--- src/sequence_buffer_engine_defines.svh ---
// Assertion macros for the sequence buffer engine.
// Depends on nothing; the asserting module provides clk and rst_n in scope.
`ifndef SEQUENCE_BUFFER_ENGINE_DEFINES_SVH
`define SEQUENCE_BUFFER_ENGINE_DEFINES_SVH

`ifndef SYNTHESIS
// Invariant checked at every edge outside reset.
`define SBE_ASSERT_ALWAYS(lbl, cond, msg) \
  lbl: assert property (@(posedge clk) disable iff (!rst_n) (cond)) else $error(msg);
// Same-cycle implication.
`define SBE_ASSERT_IMPL(lbl, ante, cons, msg) \
  lbl: assert property (@(posedge clk) disable iff (!rst_n) (ante) |-> (cons)) else $error(msg);
// Next-cycle implication.
`define SBE_ASSERT_NEXT(lbl, ante, cons, msg) \
  lbl: assert property (@(posedge clk) disable iff (!rst_n) (ante) |=> (cons)) else $error(msg);
`else
`define SBE_ASSERT_ALWAYS(lbl, cond, msg)
`define SBE_ASSERT_IMPL(lbl, ante, cons, msg)
`define SBE_ASSERT_NEXT(lbl, ante, cons, msg)
`endif

`endif

--- src/sbe_pkg.sv ---
// Shared types and constants of the sequence buffer engine.
// No dependencies.
package sbe_pkg;

  localparam int DATA_W = 32;
  localparam int REQ_W  = 3;
  localparam int KIND_W = 2;
  localparam int STAT_W = 2;
  localparam int LEN_W  = 6;

  typedef enum logic [REQ_W-1:0] {
    REQ_ADD_FRONT  = 3'd0,
    REQ_ADD_BACK   = 3'd1,
    REQ_RMV_FRONT  = 3'd2,
    REQ_RMV_BACK   = 3'd3,
    REQ_RMV_VALUE  = 3'd4,
    REQ_READ_FIRST = 3'd5,
    REQ_READ_LAST  = 3'd6,
    REQ_CLEAR      = 3'd7
  } req_t;

  typedef enum logic [KIND_W-1:0] {
    KIND_ELEM = 2'd0,
    KIND_END  = 2'd1,
    KIND_ACK  = 2'd2
  } kind_t;

  typedef enum logic [STAT_W-1:0] {
    ST_OK    = 2'd0,
    ST_FULL  = 2'd1,
    ST_EMPTY = 2'd2,
    ST_COUNT = 2'd3
  } status_t;

  // Pending response of a request: what goes out as its final beat.
  typedef struct packed {
    kind_t   kind;
    status_t status;
  } resp_t;

endpackage

--- src/sbe_if.sv ---
// Valid/ready channel interfaces of the sequence buffer engine.
// Depends on sbe_pkg for field widths.
interface sbe_in_if;
  import sbe_pkg::*;
  logic                     valid;
  logic                     ready;
  logic [REQ_W-1:0]         req_type;
  logic signed [DATA_W-1:0] operand;

  modport source (output valid, output req_type, output operand, input ready);
  modport sink   (input valid, input req_type, input operand, output ready);
endinterface

interface sbe_out_if;
  import sbe_pkg::*;
  logic                     valid;
  logic                     ready;
  logic [KIND_W-1:0]        kind;
  logic signed [DATA_W-1:0] value;
  logic [STAT_W-1:0]        status;
  logic [LEN_W-1:0]         length;
  logic                     last;

  modport source (output valid, output kind, output value, output status,
                  output length, output last, input ready);
  modport sink   (input valid, input kind, input value, input status,
                  input length, input last, output ready);
endinterface

--- src/sequence_buffer_engine.sv ---
// Sequence buffer engine: double-ended queue of signed words with removal by value.
// Add/remove front or back and clear: done on the accept, then acked from S_RESP.
// Removal by value: a compacting walk, one entry walked per cycle; an empty store skips it.
// Read first/last N: min(N, length) element beats, then an end beat; one element
// beat per cycle while the sink is ready; sink stalls hold back every result beat.
// Sync active-low reset empties the queue, front at slot 0; store contents are kept.
`include "sequence_buffer_engine_defines.svh"

module sequence_buffer_engine #(
  parameter int CAPACITY = 32
) (
  input  logic      clk,
  input  logic      rst_n,
  sbe_in_if.sink    in_ch,
  sbe_out_if.source out_ch
);
  import sbe_pkg::*;

  // Slot index width and fill count width (the count must hold CAPACITY itself).
  localparam int IW = (CAPACITY > 1) ? $clog2(CAPACITY) : 1;
  localparam int CW = $clog2(CAPACITY + 1);
  localparam logic [CW-1:0] CAP_C  = CW'(CAPACITY);
  localparam logic [IW-1:0] ONE_I  = IW'(1);
  localparam logic [IW-1:0] LAST_I = IW'(CAPACITY - 1);

  typedef enum logic [4:0] {
    S_IDLE = 5'b00001,
    S_RMV  = 5'b00010,
    S_READ = 5'b00100,
    S_RESP = 5'b01000,
    S_HOLD = 5'b10000
  } state_t;

  // Sequencer state
  state_t state_r, state_nxt;
  logic [IW-1:0] front_r, front_nxt;
  logic [CW-1:0] fill_r, fill_nxt;
  resp_t         resp_r, resp_nxt;

  // Walk state of removal and read-out; the read slot is shared by both
  logic [IW-1:0] rd_slot_r, rd_slot_nxt;
  logic [IW-1:0] wr_slot_r, wr_slot_nxt;
  logic [CW-1:0] i_r, i_nxt;       // entries read so far in a removal walk
  logic [CW-1:0] k_r, k_nxt;       // entries kept so far
  logic [CW-1:0] rem_r, rem_nxt;   // reads still to issue in a read-out
  logic          p_r, p_nxt;       // read word arrives this cycle (removal)
  logic          dv_r, dv_nxt;     // read word held, waiting for output (read-out)
  logic signed [DATA_W-1:0] opnd_r, opnd_nxt;

  // Output register
  logic                     out_vld_r;
  kind_t                    kind_r;
  logic signed [DATA_W-1:0] value_r;
  status_t                  status_r;
  logic [LEN_W-1:0]         length_r;
  logic                     last_r;

  // Store and unit connections
  logic                     mem_we, mem_re;
  logic [IW-1:0]            mem_waddr, mem_raddr;
  logic signed [DATA_W-1:0] mem_wdata, mem_rdata;
  logic [IW-1:0]            alu_base, alu_off, alu_slot, alu_wr_next;
  logic                     alu_neq;

  // Request decode
  req_t          req;
  logic          in_fire;
  logic          count_pos;
  logic [CW-1:0] n_sel;
  logic [IW-1:0] start_off;
  logic          out_free, out_load, out_elem;

  assign req       = req_t'(in_ch.req_type);
  assign in_ch.ready = (state_r == S_IDLE);
  assign in_fire   = in_ch.valid && in_ch.ready;
  assign out_free  = !out_vld_r || out_ch.ready;
  assign count_pos = !in_ch.operand[DATA_W-1] && (in_ch.operand != '0);

  // Clip the read count to the length; start offset of a read-last.
  always_comb begin
    if (DATA_W'(fill_r) > $unsigned(in_ch.operand)) begin
      n_sel = CW'(in_ch.operand);
    end else begin
      n_sel = fill_r;
    end
    if (req == REQ_READ_FIRST) begin
      start_off = '0;
    end else begin
      start_off = IW'(fill_r - n_sel);
    end
  end

  sbe_store #(
    .DEPTH (CAPACITY),
    .AW    (IW)
  ) u_store (
    .clk     (clk),
    .wr_en   (mem_we),
    .wr_addr (mem_waddr),
    .wr_data (mem_wdata),
    .rd_en   (mem_re),
    .rd_addr (mem_raddr),
    .rd_data (mem_rdata)
  );

  sbe_alu #(
    .CAPACITY (CAPACITY),
    .IW       (IW)
  ) u_alu (
    .base    (alu_base),
    .offset  (alu_off),
    .wr_slot (wr_slot_r),
    .cmp_a   (mem_rdata),
    .cmp_b   (opnd_r),
    .slot    (alu_slot),
    .wr_next (alu_wr_next),
    .neq     (alu_neq)
  );

  // Sequencer
  always_comb begin
    state_nxt   = state_r;
    front_nxt   = front_r;
    fill_nxt    = fill_r;
    resp_nxt    = resp_r;
    rd_slot_nxt = rd_slot_r;
    wr_slot_nxt = wr_slot_r;
    i_nxt       = i_r;
    k_nxt       = k_r;
    rem_nxt     = rem_r;
    p_nxt       = 1'b0;
    dv_nxt      = dv_r;
    opnd_nxt    = opnd_r;
    mem_we      = 1'b0;
    mem_waddr   = alu_slot;
    mem_wdata   = in_ch.operand;
    mem_re      = 1'b0;
    mem_raddr   = rd_slot_r;
    out_load    = 1'b0;
    out_elem    = 1'b0;
    alu_base    = rd_slot_r;
    alu_off     = ONE_I;

    unique case (state_r)
      S_IDLE: begin
        // The unit works on the front slot for every new request.
        alu_base = front_r;
        case (req) inside
          REQ_ADD_FRONT:                 alu_off = LAST_I;
          REQ_ADD_BACK:                  alu_off = IW'(fill_r);
          REQ_READ_FIRST, REQ_READ_LAST: alu_off = start_off;
          default:                       alu_off = ONE_I;
        endcase

        if (in_fire) begin
          resp_nxt  = '{kind: KIND_ACK, status: ST_OK};
          state_nxt = S_RESP;
          unique case (req) inside
            REQ_ADD_FRONT: begin
              if (fill_r >= CAP_C) begin
                resp_nxt.status = ST_FULL;
              end else begin
                mem_we    = 1'b1;
                front_nxt = alu_slot;
                fill_nxt  = fill_r + CW'(1);
              end
            end
            REQ_ADD_BACK: begin
              if (fill_r >= CAP_C) begin
                resp_nxt.status = ST_FULL;
              end else begin
                mem_we   = 1'b1;
                fill_nxt = fill_r + CW'(1);
              end
            end
            REQ_RMV_FRONT: begin
              if (fill_r == '0) begin
                resp_nxt.status = ST_EMPTY;
              end else begin
                front_nxt = alu_slot;
                fill_nxt  = fill_r - CW'(1);
              end
            end
            REQ_RMV_BACK: begin
              if (fill_r == '0) begin
                resp_nxt.status = ST_EMPTY;
              end else begin
                fill_nxt = fill_r - CW'(1);
              end
            end
            REQ_RMV_VALUE: begin
              if (fill_r == '0) begin
                resp_nxt.status = ST_EMPTY;
              end else begin
                // Start a compacting walk from the front.
                rd_slot_nxt = front_r;
                wr_slot_nxt = front_r;
                i_nxt       = '0;
                k_nxt       = '0;
                opnd_nxt    = in_ch.operand;
                state_nxt   = S_RMV;
              end
            end
            REQ_READ_FIRST, REQ_READ_LAST: begin
              resp_nxt.kind = KIND_END;
              if (!count_pos) begin
                resp_nxt.status = ST_COUNT;
              end else if (n_sel != '0) begin
                rd_slot_nxt = alu_slot;
                rem_nxt     = n_sel;
                dv_nxt      = 1'b0;
                state_nxt   = S_READ;
              end
            end
            REQ_CLEAR: begin
              front_nxt = '0;
              fill_nxt  = '0;
            end
          endcase
        end
      end

      S_RMV: begin
        // Issue one read per cycle; compare the word that arrives and
        // write it back at the keep pointer if it survives.
        if (i_r != fill_r) begin
          mem_re      = 1'b1;
          rd_slot_nxt = alu_slot;
          i_nxt       = i_r + CW'(1);
          p_nxt       = 1'b1;
        end
        if (p_r && alu_neq) begin
          mem_we      = 1'b1;
          mem_waddr   = wr_slot_r;
          mem_wdata   = mem_rdata;
          wr_slot_nxt = alu_wr_next;
          k_nxt       = k_r + CW'(1);
        end
        if ((i_r == fill_r) && !p_r) begin
          fill_nxt  = k_r;
          state_nxt = S_RESP;
        end
      end

      S_READ: begin
        if (!dv_r) begin
          mem_re      = 1'b1;
          rd_slot_nxt = alu_slot;
          rem_nxt     = rem_r - CW'(1);
          dv_nxt      = 1'b1;
        end else if (out_free) begin
          // Hand the held word to the output and fetch the next one.
          out_load = 1'b1;
          out_elem = 1'b1;
          if (rem_r != '0) begin
            mem_re      = 1'b1;
            rd_slot_nxt = alu_slot;
            rem_nxt     = rem_r - CW'(1);
          end else begin
            dv_nxt    = 1'b0;
            state_nxt = S_RESP;
          end
        end
      end

      S_RESP: begin
        if (out_free) begin
          out_load  = 1'b1;
          state_nxt = S_IDLE;
        end
      end

      default: begin
        state_nxt = S_IDLE;
      end
    endcase
  end

  always_ff @(posedge clk) begin
    if (!rst_n) begin
      state_r <= S_IDLE;
      front_r <= '0;
      fill_r  <= '0;
      p_r     <= 1'b0;
      dv_r    <= 1'b0;
    end else begin
      state_r <= state_nxt;
      front_r <= front_nxt;
      fill_r  <= fill_nxt;
      p_r     <= p_nxt;
      dv_r    <= dv_nxt;
    end
  end

  always_ff @(posedge clk) begin
    resp_r    <= resp_nxt;
    rd_slot_r <= rd_slot_nxt;
    wr_slot_r <= wr_slot_nxt;
    i_r       <= i_nxt;
    k_r       <= k_nxt;
    rem_r     <= rem_nxt;
    opnd_r    <= opnd_nxt;
  end

  // Output register: load a beat when free, drop valid once taken.
  always_ff @(posedge clk) begin
    if (!rst_n) begin
      out_vld_r <= 1'b0;
    end else if (out_load) begin
      out_vld_r <= 1'b1;
    end else if (out_ch.ready) begin
      out_vld_r <= 1'b0;
    end
  end

  always_ff @(posedge clk) begin
    if (out_load) begin
      length_r <= LEN_W'(fill_r);
      if (out_elem) begin
        kind_r   <= KIND_ELEM;
        value_r  <= mem_rdata;
        status_r <= ST_OK;
        last_r   <= 1'b0;
      end else begin
        kind_r   <= resp_r.kind;
        value_r  <= '0;
        status_r <= resp_r.status;
        last_r   <= 1'b1;
      end
    end
  end

  assign out_ch.valid  = out_vld_r;
  assign out_ch.kind   = kind_r;
  assign out_ch.value  = value_r;
  assign out_ch.status = status_r;
  assign out_ch.length = length_r;
  assign out_ch.last   = last_r;

  // Checks
  `SBE_ASSERT_ALWAYS(a_fill_max, fill_r <= CAP_C, "fill count above capacity")
  `SBE_ASSERT_IMPL(a_keep_le_read, state_r == S_RMV, k_r <= i_r, "kept more than read")
  `SBE_ASSERT_IMPL(a_read_bound, state_r == S_READ, rem_r <= fill_r, "read-out beyond length")
  `SBE_ASSERT_IMPL(a_elem_beat, out_vld_r && (kind_r == KIND_ELEM), !last_r && (status_r == ST_OK), "element beat flagged last or bad status")
  `SBE_ASSERT_NEXT(a_leave_idle, in_fire, state_r != S_IDLE, "request accepted without work")

endmodule

--- src/sbe_store.sv ---
// Circular entry store: one write port, one read port with registered data.
// Depends on sbe_pkg for the word width.
module sbe_store #(
  parameter int DEPTH = 32,
  parameter int AW    = 5
) (
  input  logic                             clk,
  input  logic                             wr_en,
  input  logic [AW-1:0]                    wr_addr,
  input  logic signed [sbe_pkg::DATA_W-1:0] wr_data,
  input  logic                             rd_en,
  input  logic [AW-1:0]                    rd_addr,
  output logic signed [sbe_pkg::DATA_W-1:0] rd_data
);
  import sbe_pkg::*;

  logic signed [DATA_W-1:0] mem [DEPTH];
  logic signed [DATA_W-1:0] rd_data_r;

  always_ff @(posedge clk) begin
    if (wr_en) begin
      mem[wr_addr] <= wr_data;
    end
  end

  // Hold the read word until the next read is issued.
  always_ff @(posedge clk) begin
    if (rd_en) begin
      rd_data_r <= mem[rd_addr];
    end
  end

  assign rd_data = rd_data_r;
endmodule

--- src/sbe_alu.sv ---
// Shared slot arithmetic and compare unit: wrap-around add, write-pointer
// advance and word compare. Depends on sbe_pkg for the word width.
module sbe_alu #(
  parameter int CAPACITY = 32,
  parameter int IW       = 5
) (
  input  logic [IW-1:0]                     base,
  input  logic [IW-1:0]                     offset,
  input  logic [IW-1:0]                     wr_slot,
  input  logic signed [sbe_pkg::DATA_W-1:0] cmp_a,
  input  logic signed [sbe_pkg::DATA_W-1:0] cmp_b,
  output logic [IW-1:0]                     slot,
  output logic [IW-1:0]                     wr_next,
  output logic                              neq
);
  import sbe_pkg::*;

  localparam logic [IW:0]   CAP_X  = (IW+1)'(CAPACITY);
  localparam logic [IW-1:0] LAST_S = IW'(CAPACITY - 1);

  logic [IW:0] sum;

  // Both operands stay below the capacity, so one subtract wraps the sum.
  always_comb begin
    sum = {1'b0, base} + {1'b0, offset};
    if (sum >= CAP_X) begin
      sum = sum - CAP_X;
    end
    slot = sum[IW-1:0];
  end

  assign wr_next = (wr_slot == LAST_S) ? '0 : wr_slot + IW'(1);
  assign neq     = (cmp_a != cmp_b);
endmodule

--- src/flat_wrapper.sv ---
// flat-port wrapper written by rule: the top's interface ports become plain ports
module sequence_buffer_engine_flat import sbe_pkg::*;
#(
  parameter int CAPACITY = 32
)
  (clk, rst_n, in_ch_valid, in_ch_req_type, in_ch_operand, in_ch_ready, out_ch_valid, out_ch_kind, out_ch_value, out_ch_status, out_ch_length, out_ch_last, out_ch_ready);
  sbe_in_if in_ch_i ();
  sbe_out_if out_ch_i ();
  input  logic clk;
  input  logic rst_n;
  input wire logic [$bits(in_ch_i.valid)-1:0] in_ch_valid;
  input wire logic [$bits(in_ch_i.req_type)-1:0] in_ch_req_type;
  input wire logic [$bits(in_ch_i.operand)-1:0] in_ch_operand;
  output wire logic [$bits(in_ch_i.ready)-1:0] in_ch_ready;
  output wire logic [$bits(out_ch_i.valid)-1:0] out_ch_valid;
  output wire logic [$bits(out_ch_i.kind)-1:0] out_ch_kind;
  output wire logic [$bits(out_ch_i.value)-1:0] out_ch_value;
  output wire logic [$bits(out_ch_i.status)-1:0] out_ch_status;
  output wire logic [$bits(out_ch_i.length)-1:0] out_ch_length;
  output wire logic [$bits(out_ch_i.last)-1:0] out_ch_last;
  input wire logic [$bits(out_ch_i.ready)-1:0] out_ch_ready;
  assign in_ch_i.valid = in_ch_valid;
  assign in_ch_i.req_type = in_ch_req_type;
  assign in_ch_i.operand = in_ch_operand;
  assign in_ch_ready = in_ch_i.ready;
  assign out_ch_valid = out_ch_i.valid;
  assign out_ch_kind = out_ch_i.kind;
  assign out_ch_value = out_ch_i.value;
  assign out_ch_status = out_ch_i.status;
  assign out_ch_length = out_ch_i.length;
  assign out_ch_last = out_ch_i.last;
  assign out_ch_i.ready = out_ch_ready;
  sequence_buffer_engine #(.CAPACITY(CAPACITY)) u_core (.clk(clk), .rst_n(rst_n), .in_ch(in_ch_i), .out_ch(out_ch_i));
endmodule
--- config.mk ---
export PLATFORM = sky130hd
export DESIGN_NAME = sequence_buffer_engine_flat
export DESIGN_NICKNAME = d
export VERILOG_FILES = /design/src/sbe_pkg.sv /design/src/sbe_if.sv /design/src/sequence_buffer_engine.sv /design/src/sbe_store.sv /design/src/sbe_alu.sv /design/src/flat_wrapper.sv
export VERILOG_INCLUDE_DIRS = /design/src /design/src/src
export SDC_FILE = /design/constraint.sdc
export NUM_CORES = 1
export LEC_CHECK = 0
export BUFFER_PORTS_ARGS = -buffer_cell sky130_fd_sc_hd__clkbuf_2
export CAP_MARGIN = 0
export CORE_ASPECT_RATIO = 1.5
export CORE_MARGIN = 1.5
export CORE_UTILIZATION = 35
export CTS_CLUSTER_DIAMETER = 40
export CTS_CLUSTER_SIZE = 12
export DETAILED_ROUTE_END_ITERATION = 8
export SLEW_MARGIN = 15
export SYNTH_ARGS = -nofsm -noshare
export SYNTH_HDL_FRONTEND = slang
export SYNTH_SLANG_ARGS = --single-unit
--- constraint.sdc ---
create_clock -name clk -period 6.42 [get_ports clk]
set_input_delay 0.321 -clock clk [delete_from_list [all_inputs] [get_ports clk]]
set_output_delay 0.321 -clock clk [all_outputs]
set_load 0.05 [all_outputs]
==> results_dict.tcl, run 1 <==
set metrics [dict create \
    cts_resized 0 \
    critPathArrivalTime_ns 6.40 \
    worst-r2r-cell-count 20 \
    rsz0062_at_grt "false" \
    cts_setup_buffers 0 \
    cp_cell_sequence "dlygate4sd3_1, clkbuf_2, nor4_1, nand3_1, a2111oi_4, buf_4, nand2_1, o21ai_0, ha_1, a21oi_1, o22ai_1, nand2_1, ha_1, fa_1, a21o_1, a21oi_1, nand3_1, a22oi_2, nor3_4, o31a_1, nor2_4" \
    core_area_sq_mm 0.133 \
    cts_hold_buf 34 \
    fill_cells 11600 \
    crit_required_ns 6.78 \
    yosys-top-cells-area "edfxtp_1, mux4_2, mux2_2" \
    place_area_sq_mm 0.0506 \
    seqCellArea_sq_mm 0.0353 \
    cts.sinks 1181 \
    finalClockSkew_ns 0.0268 \
    multi_input_area_sq_mm 0.0113 \
    grt_usage_pct 18.9 \
    yosysWarnings 0 \
    setup_violations 0 \
    die_x_um 301 \
    drc 0 \
    num_vias 23200 \
    clkLatencyLatePin_ns 0.76 \
    fin_cells 4229 \
    relSlewSlack_pct 21.8 \
    gp_congestion 0.911 \
    ios 84 \
    crit_slowest_cell "nor2_4" \
    fin_nets 2481 \
    postRouteAntennaNets 0 \
    ys_types 56 \
    maxSlewViolCount 0 \
    synth_edf_count 1163 \
    crit_buf_inv 3 \
    antenna_found_initial 11 \
    drtIter0Drc 2403 \
    dp_cells 3990 \
    final_hold_viol_count 0 \
    viasPerCell 5.48 \
    syn_nets 2233 \
    worstPathMaxFanout 32 \
    ir_worst_vdd_mv 0.294 \
    fin_crit_ns 6.04 \
    min_path_cells 3 \
    dr.pass1.iters 5 \
    die_area_sq_mm 0.136 \
    synth_most_common_cell "edfxtp_1" \
    crit_type "in -> reg" \
    synthFlopType "edfxtp_1" \
    wire_per_inst_um 30.0 \
    yosysSeqAreaShare_pct 75.4 \
    die_h_um 451 \
    power.total_w 0.0176 \
    yosys_register_bits 1181 \
    cts_root_buf "clkbuf_16" \
    cts_tree "built" \
    synth_area_sq_mm 0.0468 \
    grt_overflow 0 \
    wl_mm 127 \
    io_buffers 83 \
    numCtsBuffers 131 \
    async_flop_share_pct 0 \
    synth_top_cell_area_share_pct 74.7 \
    grt_max_degree 147 \
    tightest_slew_ns 1.17 \
    finalCritPeriodShare_pct 94.1 \
    final_area_sq_mm 0.0549 \
    drive_above_1_share_pct 32.2 \
    power_leakage_nw 17.4 \
    crit_cells 21 \
    synth_common_cells "edfxtp_1, mux4_2, nor2_1" \
    status "completed" \
    rows 164 \
    dp_hpwl_mm 82.5 \
    synth_top_area_cell "edfxtp_1" \
    endpoint_kind "register" \
    final_core_util_pct 41.3 \
    max_freq_mhz 166 \
    drv_cap 0 \
    syn2layout_area_growth_pct 17.5 \
    crit_family "simple AND/OR/NAND/NOR gates" \
    rrSetupSlack_ns 0.68 \
    grt_pass1_vias 24100 \
    finalHoldWorstSlack_ns 0.0683 \
    start_util_pct 35.2 \
    min_path_type "in -> reg" \
    clkTransAtPathRegs_ns 0.06 \
    grt_pass1_wl_mm 181 \
    syn_area_per_cell_sq_um 21.6 \
    p_per_area_mw_per_mm2 321 \
    syn_inst 2169 \
    critical_path.startpoint_type "input port" \
    crit_path_max_incr_delay_ns 0.90 \
    htreeDepth 4 \
    cts_buffer_depth 3 \
]
worst min-delay path: stages:
cell and delay [ns]:
clkbuf_2 0.20, nand2_1 0.07, o21ai_0 0.10
final timing paths:
check                                  startpoint                         to
worst min register to register  u_core.front_r[1]          u_core.front_r[1]
worst max register to register   u_core.fill_r[5]  u_core.u_store.mem[1][11]
worst max-delay path            in_ch_operand[21]  u_core.u_store.mem[1][11]
worst min-delay path            in_ch_req_type[2]           u_core.resp_r[1]
power by group:
group / internal [W] / switching [W] / total [W]
Sequential: 0.00864 / 0.0000597 / 0.00870
Combinational: 0.000713 / 0.00126 / 0.00197
Clock: 0.00393 / 0.00302 / 0.00694
Total: 0.0133 / 0.00434 / 0.0176
state kept, by name, summed over array words and instances, names as in the netlist, 6 cells and up:
register and count:
u_core.fill_r 6, u_core.i_r 6, u_core.k_r 6, u_core.opnd_r 32, u_core.out_ch.length 6, u_core.out_ch.value 32, u_core.rem_r 6, u_core.u_store.mem 1024
u_core.u_store.rd_data 32
stage by stage:
step | setup WS (ns) | setup TNS, ns
after floorplan | -0.107 | -50.52
after global placement | -0.0332 | -1.86
after detailed placement | 0.0912 | 0
after CTS | 0.302 | 0
after global routing | 0.0258 | 0
final | 0.379 | 0
cell families after synthesis:
family / synth area share, %
fa+ha+maj: 0.717
simple gates: 2.99
buf+inv: 1.08
xor+xnor: 1.20
flops: 75.4
mux: 17.1
compound gates: 1.49
cells in the final DEF, fill, tap and decap left out, types with 32 or more instances in the layout:
cell	synthesis	layout
and3_1	36	36
buf_12	0	43
nor2_1	85	52
mux4_2	320	320
dlygate4sd3_1	0	34
nand2_1	56	55
clkbuf_16	0	134
mux2_2	63	63
nor2_4	0	32
edfxtp_1	1163	1163
buf_4	0	52
clkbuf_2	0	83
xnor2_1	48	48
cell type report:
class	count	area share, %
sequential	1181	64.2
multi-input combinational	857	20.6
clock buffer	148	6.20
tap	1743	3.97
timing repair buffer	218	3.95
clock inverter	52	0.825
inverter	28	0.191
antenna	2	0.00911
layer usage:
metal,wire length [um],global-route usage [%],vias to the layer above
li1,-,-,9532
met1,47200,23.2,12500
met2,67200,33.1,935
met3,7710,2.87,185
met4,4640,7.39,2
met5,14,0,-
Power figures use the tool's default switching activity.
==> run 2: changes to the inputs <==
Settings changed: SYNTH_HIERARCHICAL from default to 1.
==> run 2 against run 1 <==
Net effect: routed wire length fell by 0.48%; first-iteration DRC count decreased by 5.8%; final cell count up 18%; combinational power shrank 42%; fmax grew 5.9%; area after synthesis rose by 2.2%; synthesized cell count rose by 36%; count of clock-buffer cells in the layout down 3; register-to-register slack better by 0.16 ns; critical endpoint is now u_core/u_store/mem[18][30]; largest cell class unchanged; highest routed layer is now met4.
==> results_dict.tcl, run 2 <==
set metrics [dict create \
    synth_compound_area_share_pct 5.39 \
    dp_cells 4757 \
    crit_family "simple AND/OR/NAND/NOR gates" \
    synth_most_common_cell "edfxtp_1" \
    drtIter0Drc 2264 \
    numCtsBuffers 130 \
    wire_per_inst_um 25.3 \
    num_vias 26500 \
    fin_crit_ns 5.71 \
    wl_mm 126 \
    synth_top_cell_area_share_pct 73.1 \
    crit_buf_inv 6 \
    drive_above_1_share_pct 14.4 \
    crit_required_ns 6.88 \
    synth_common_cells "edfxtp_1, mux2i_1, nand2_1" \
    synth_simple_gate_area_share_pct 5.83 \
    fill_cells 12000 \
    place_ws_ns 0.580 \
    critPathArrivalTime_ns 6.17 \
    synth_area_sq_mm 0.0478 \
    critical_path.startpoint_type "input port" \
    grt_max_degree 110 \
    tightest_slew_ns 1.13 \
    grt_overflow 0 \
    min_from "in_ch_req_type[0]" \
    gp_congestion 0.959 \
    rows 165 \
    p_per_area_mw_per_mm2 299 \
    cts_root_buf "clkbuf_16" \
    ys_types 68 \
    die_h_um 455 \
    finalCritPeriodShare_pct 88.9 \
    die_area_sq_mm 0.139 \
    most-common-layout-cells "edfxtp_1, mux2i_1, nand2_1" \
    ir_worst_vdd_mv 0.210 \
    power_leakage_nw 19.3 \
    syn_area_per_cell_sq_um 16.2 \
    yosysWarnings 6 \
    cts_resized 0 \
    synth_xor_area_share_pct 1.15 \
    setup_violations 0 \
    worstPathMaxFanout 19 \
    crit_slowest_cell "or3b_2" \
    rsz0062_at_grt "false" \
    registers.top_by_ff_count "u_core/u_store/mem" \
    die_x_um 305 \
    synthAdderAreaFrac_pct 0.728 \
    ios 84 \
    relSlewSlack_pct 24.6 \
    syn2layout_area_growth_pct 16.7 \
    postRouteAntennaNets 0 \
    yosysSeqAreaShare_pct 73.9 \
    syn_nets 3017 \
    cts_buffer_depth 3 \
    setup_slack_ns 0.715 \
    multi_input_area_sq_mm 0.0119 \
    synth_top_area_cell "edfxtp_1" \
    fin_cells 4984 \
    synthMuxAreaShare_pct 11.0 \
    endpoint_kind "register" \
    syn_inst 2952 \
    synth_edf_count 1163 \
    cts.sinks 1181 \
    largest_reg_flops 1024 \
    crit_type "in -> reg" \
    max_freq_mhz 175 \
    dp_hpwl_mm 80.9 \
    synth_top_family_by_area "multiplexers" \
    core_area_sq_mm 0.135 \
    viasPerCell 5.31 \
    final_hold_viol_count 0 \
    grt_usage_pct 18.0 \
    io_buffers 83 \
    grt_pass1_vias 26900 \
    drv_cap 0 \
    grt_pass1_wl_mm 183 \
    htreeDepth 4 \
    timing.rr.start "u_core/fill_r[1]" \
    maxSlewViolCount 0 \
    drc 0 \
    yosys-top-cells-area "edfxtp_1, mux2i_1, nand2_1" \
    min_path_type "in -> reg" \
    clkLatencyLatePin_ns 0.76 \
    start_util_pct 35.3 \
    power.total_w 0.0167 \
    dr.pass1.iters 5 \
    fin_nets 3234 \
    critPathLaunch "in_ch_operand[30]" \
    cts_tree "built" \
    clkTransAtPathRegs_ns 0.06 \
    fin_tns_setup_ns 0 \
    crit_top_cell "nor2_1" \
    async_flop_share_pct 0 \
    yosys_register_bits 1181 \
    seqCellArea_sq_mm 0.0353 \
    crit_path_max_incr_delay_ns 0.63 \
    synthFlopType "edfxtp_1" \
    antenna_found_initial 8 \
    status "completed" \
    layout_commonest_cell "edfxtp_1" \
    finalClockSkew_ns 0.0333 \
]
[run 2: per-layer routing]
metal,track usage (%),up-vias,wire [um]
met3,2.88,230,6790
met5,0,-,0
met1,21.5,13500,48900
met2,31.7,892,64900
li1,-,11800,-
met4,8.32,0,5610
[run 2: power by group]
| group | leakage (nW) | internal [W] | switching [W] | total, W |
|---|---|---|---|---|
| Sequential | 10.6 | 0.00856 | 0.0000344 | 0.00860 |
| Combinational | 6.79 | 0.000333 | 0.000810 | 0.00114 |
| Clock | 1.89 | 0.00392 | 0.00303 | 0.00694 |
| Total | 19.3 | 0.0128 | 0.00387 | 0.0167 |
[run 2: what timing repair did]
action                    in CTS  in global routing
buffers inserted               0                  0
hold endpoints to repair      35                  0
hold buffers                  33                  0
[run 2: worst reg2reg max path, stage by stage, from the launching register on]
cell and delay [ns]:
dfxtp_1 0.32, ha_1 0.29, nor2b_1 0.14, o211ai_1 0.14
a2111oi_4 0.37, mux2_2 0.39, ha_1 0.21, fa_1 0.46
nor2_1 0.11, nor2_1 0.05, nor2_1 0.09, a21oi_1 0.05
nor2_1 0.16, inv_1 0.10, fa_1 0.46, inv_1 0.08
a21o_1 0.11, a21oi_1 0.08, xnor2_1 0.19, nand2_1 0.07
nand2_1 0.35, or3b_2 0.63, nor2_4 0.22, buf_12 0.19
[run 2: final cells by class]
class | instances | area share (%)
flip-flops and latches | 1181 | 63.3
clock inverters | 44 | 0.940
diodes | 5 | 0.0224
well taps | 1753 | 3.93
inverters | 27 | 0.182
repair buffers | 239 | 4.25
multi-input cells | 1590 | 21.3
clock buffers | 145 | 6.05
[run 2: path summary, 6_finish.rpt]
kind / to / slack [ns] / cells past startpoint
setup / recovery: u_core/u_store/mem[18][30] / 0.71 / 25
hold / removal: u_core/front_r[0] / 0.17 / 4
setup reg to reg: u_core/u_store/mem[18][30] / 0.84 / 23
hold reg to reg: u_core/front_r[0] / 0.49 / 2
[run 2: per-stage QoR]
| stage | hold WS [ns] | cell area, sq um | utilization [%] |
|---|---|---|---|
| floorplan | 0.397 | 47800 | - |
| global placement | 0.486 | 51500 | 38.1 |
| detailed placement | 0.483 | 51500 | 38.1 |
| CTS | 0.109 | 55700 | 41.2 |
| global route | 0.147 | 55800 | 41.2 |
| finish | 0.166 | 55800 | 41.2 |
[run 2: cells by family (layout without fill, tap and decap cells)]
family	Yosys count	after routing
multiplexers	523	523
AO/OA/AOI/OAI	379	379
flip-flops	1181	1181
AND/OR/NAND/NOR	599	599
buffers and inverters	181	455
adder cells (fa/ha/maj)	26	26
XOR/XNOR	63	63
other	0	5
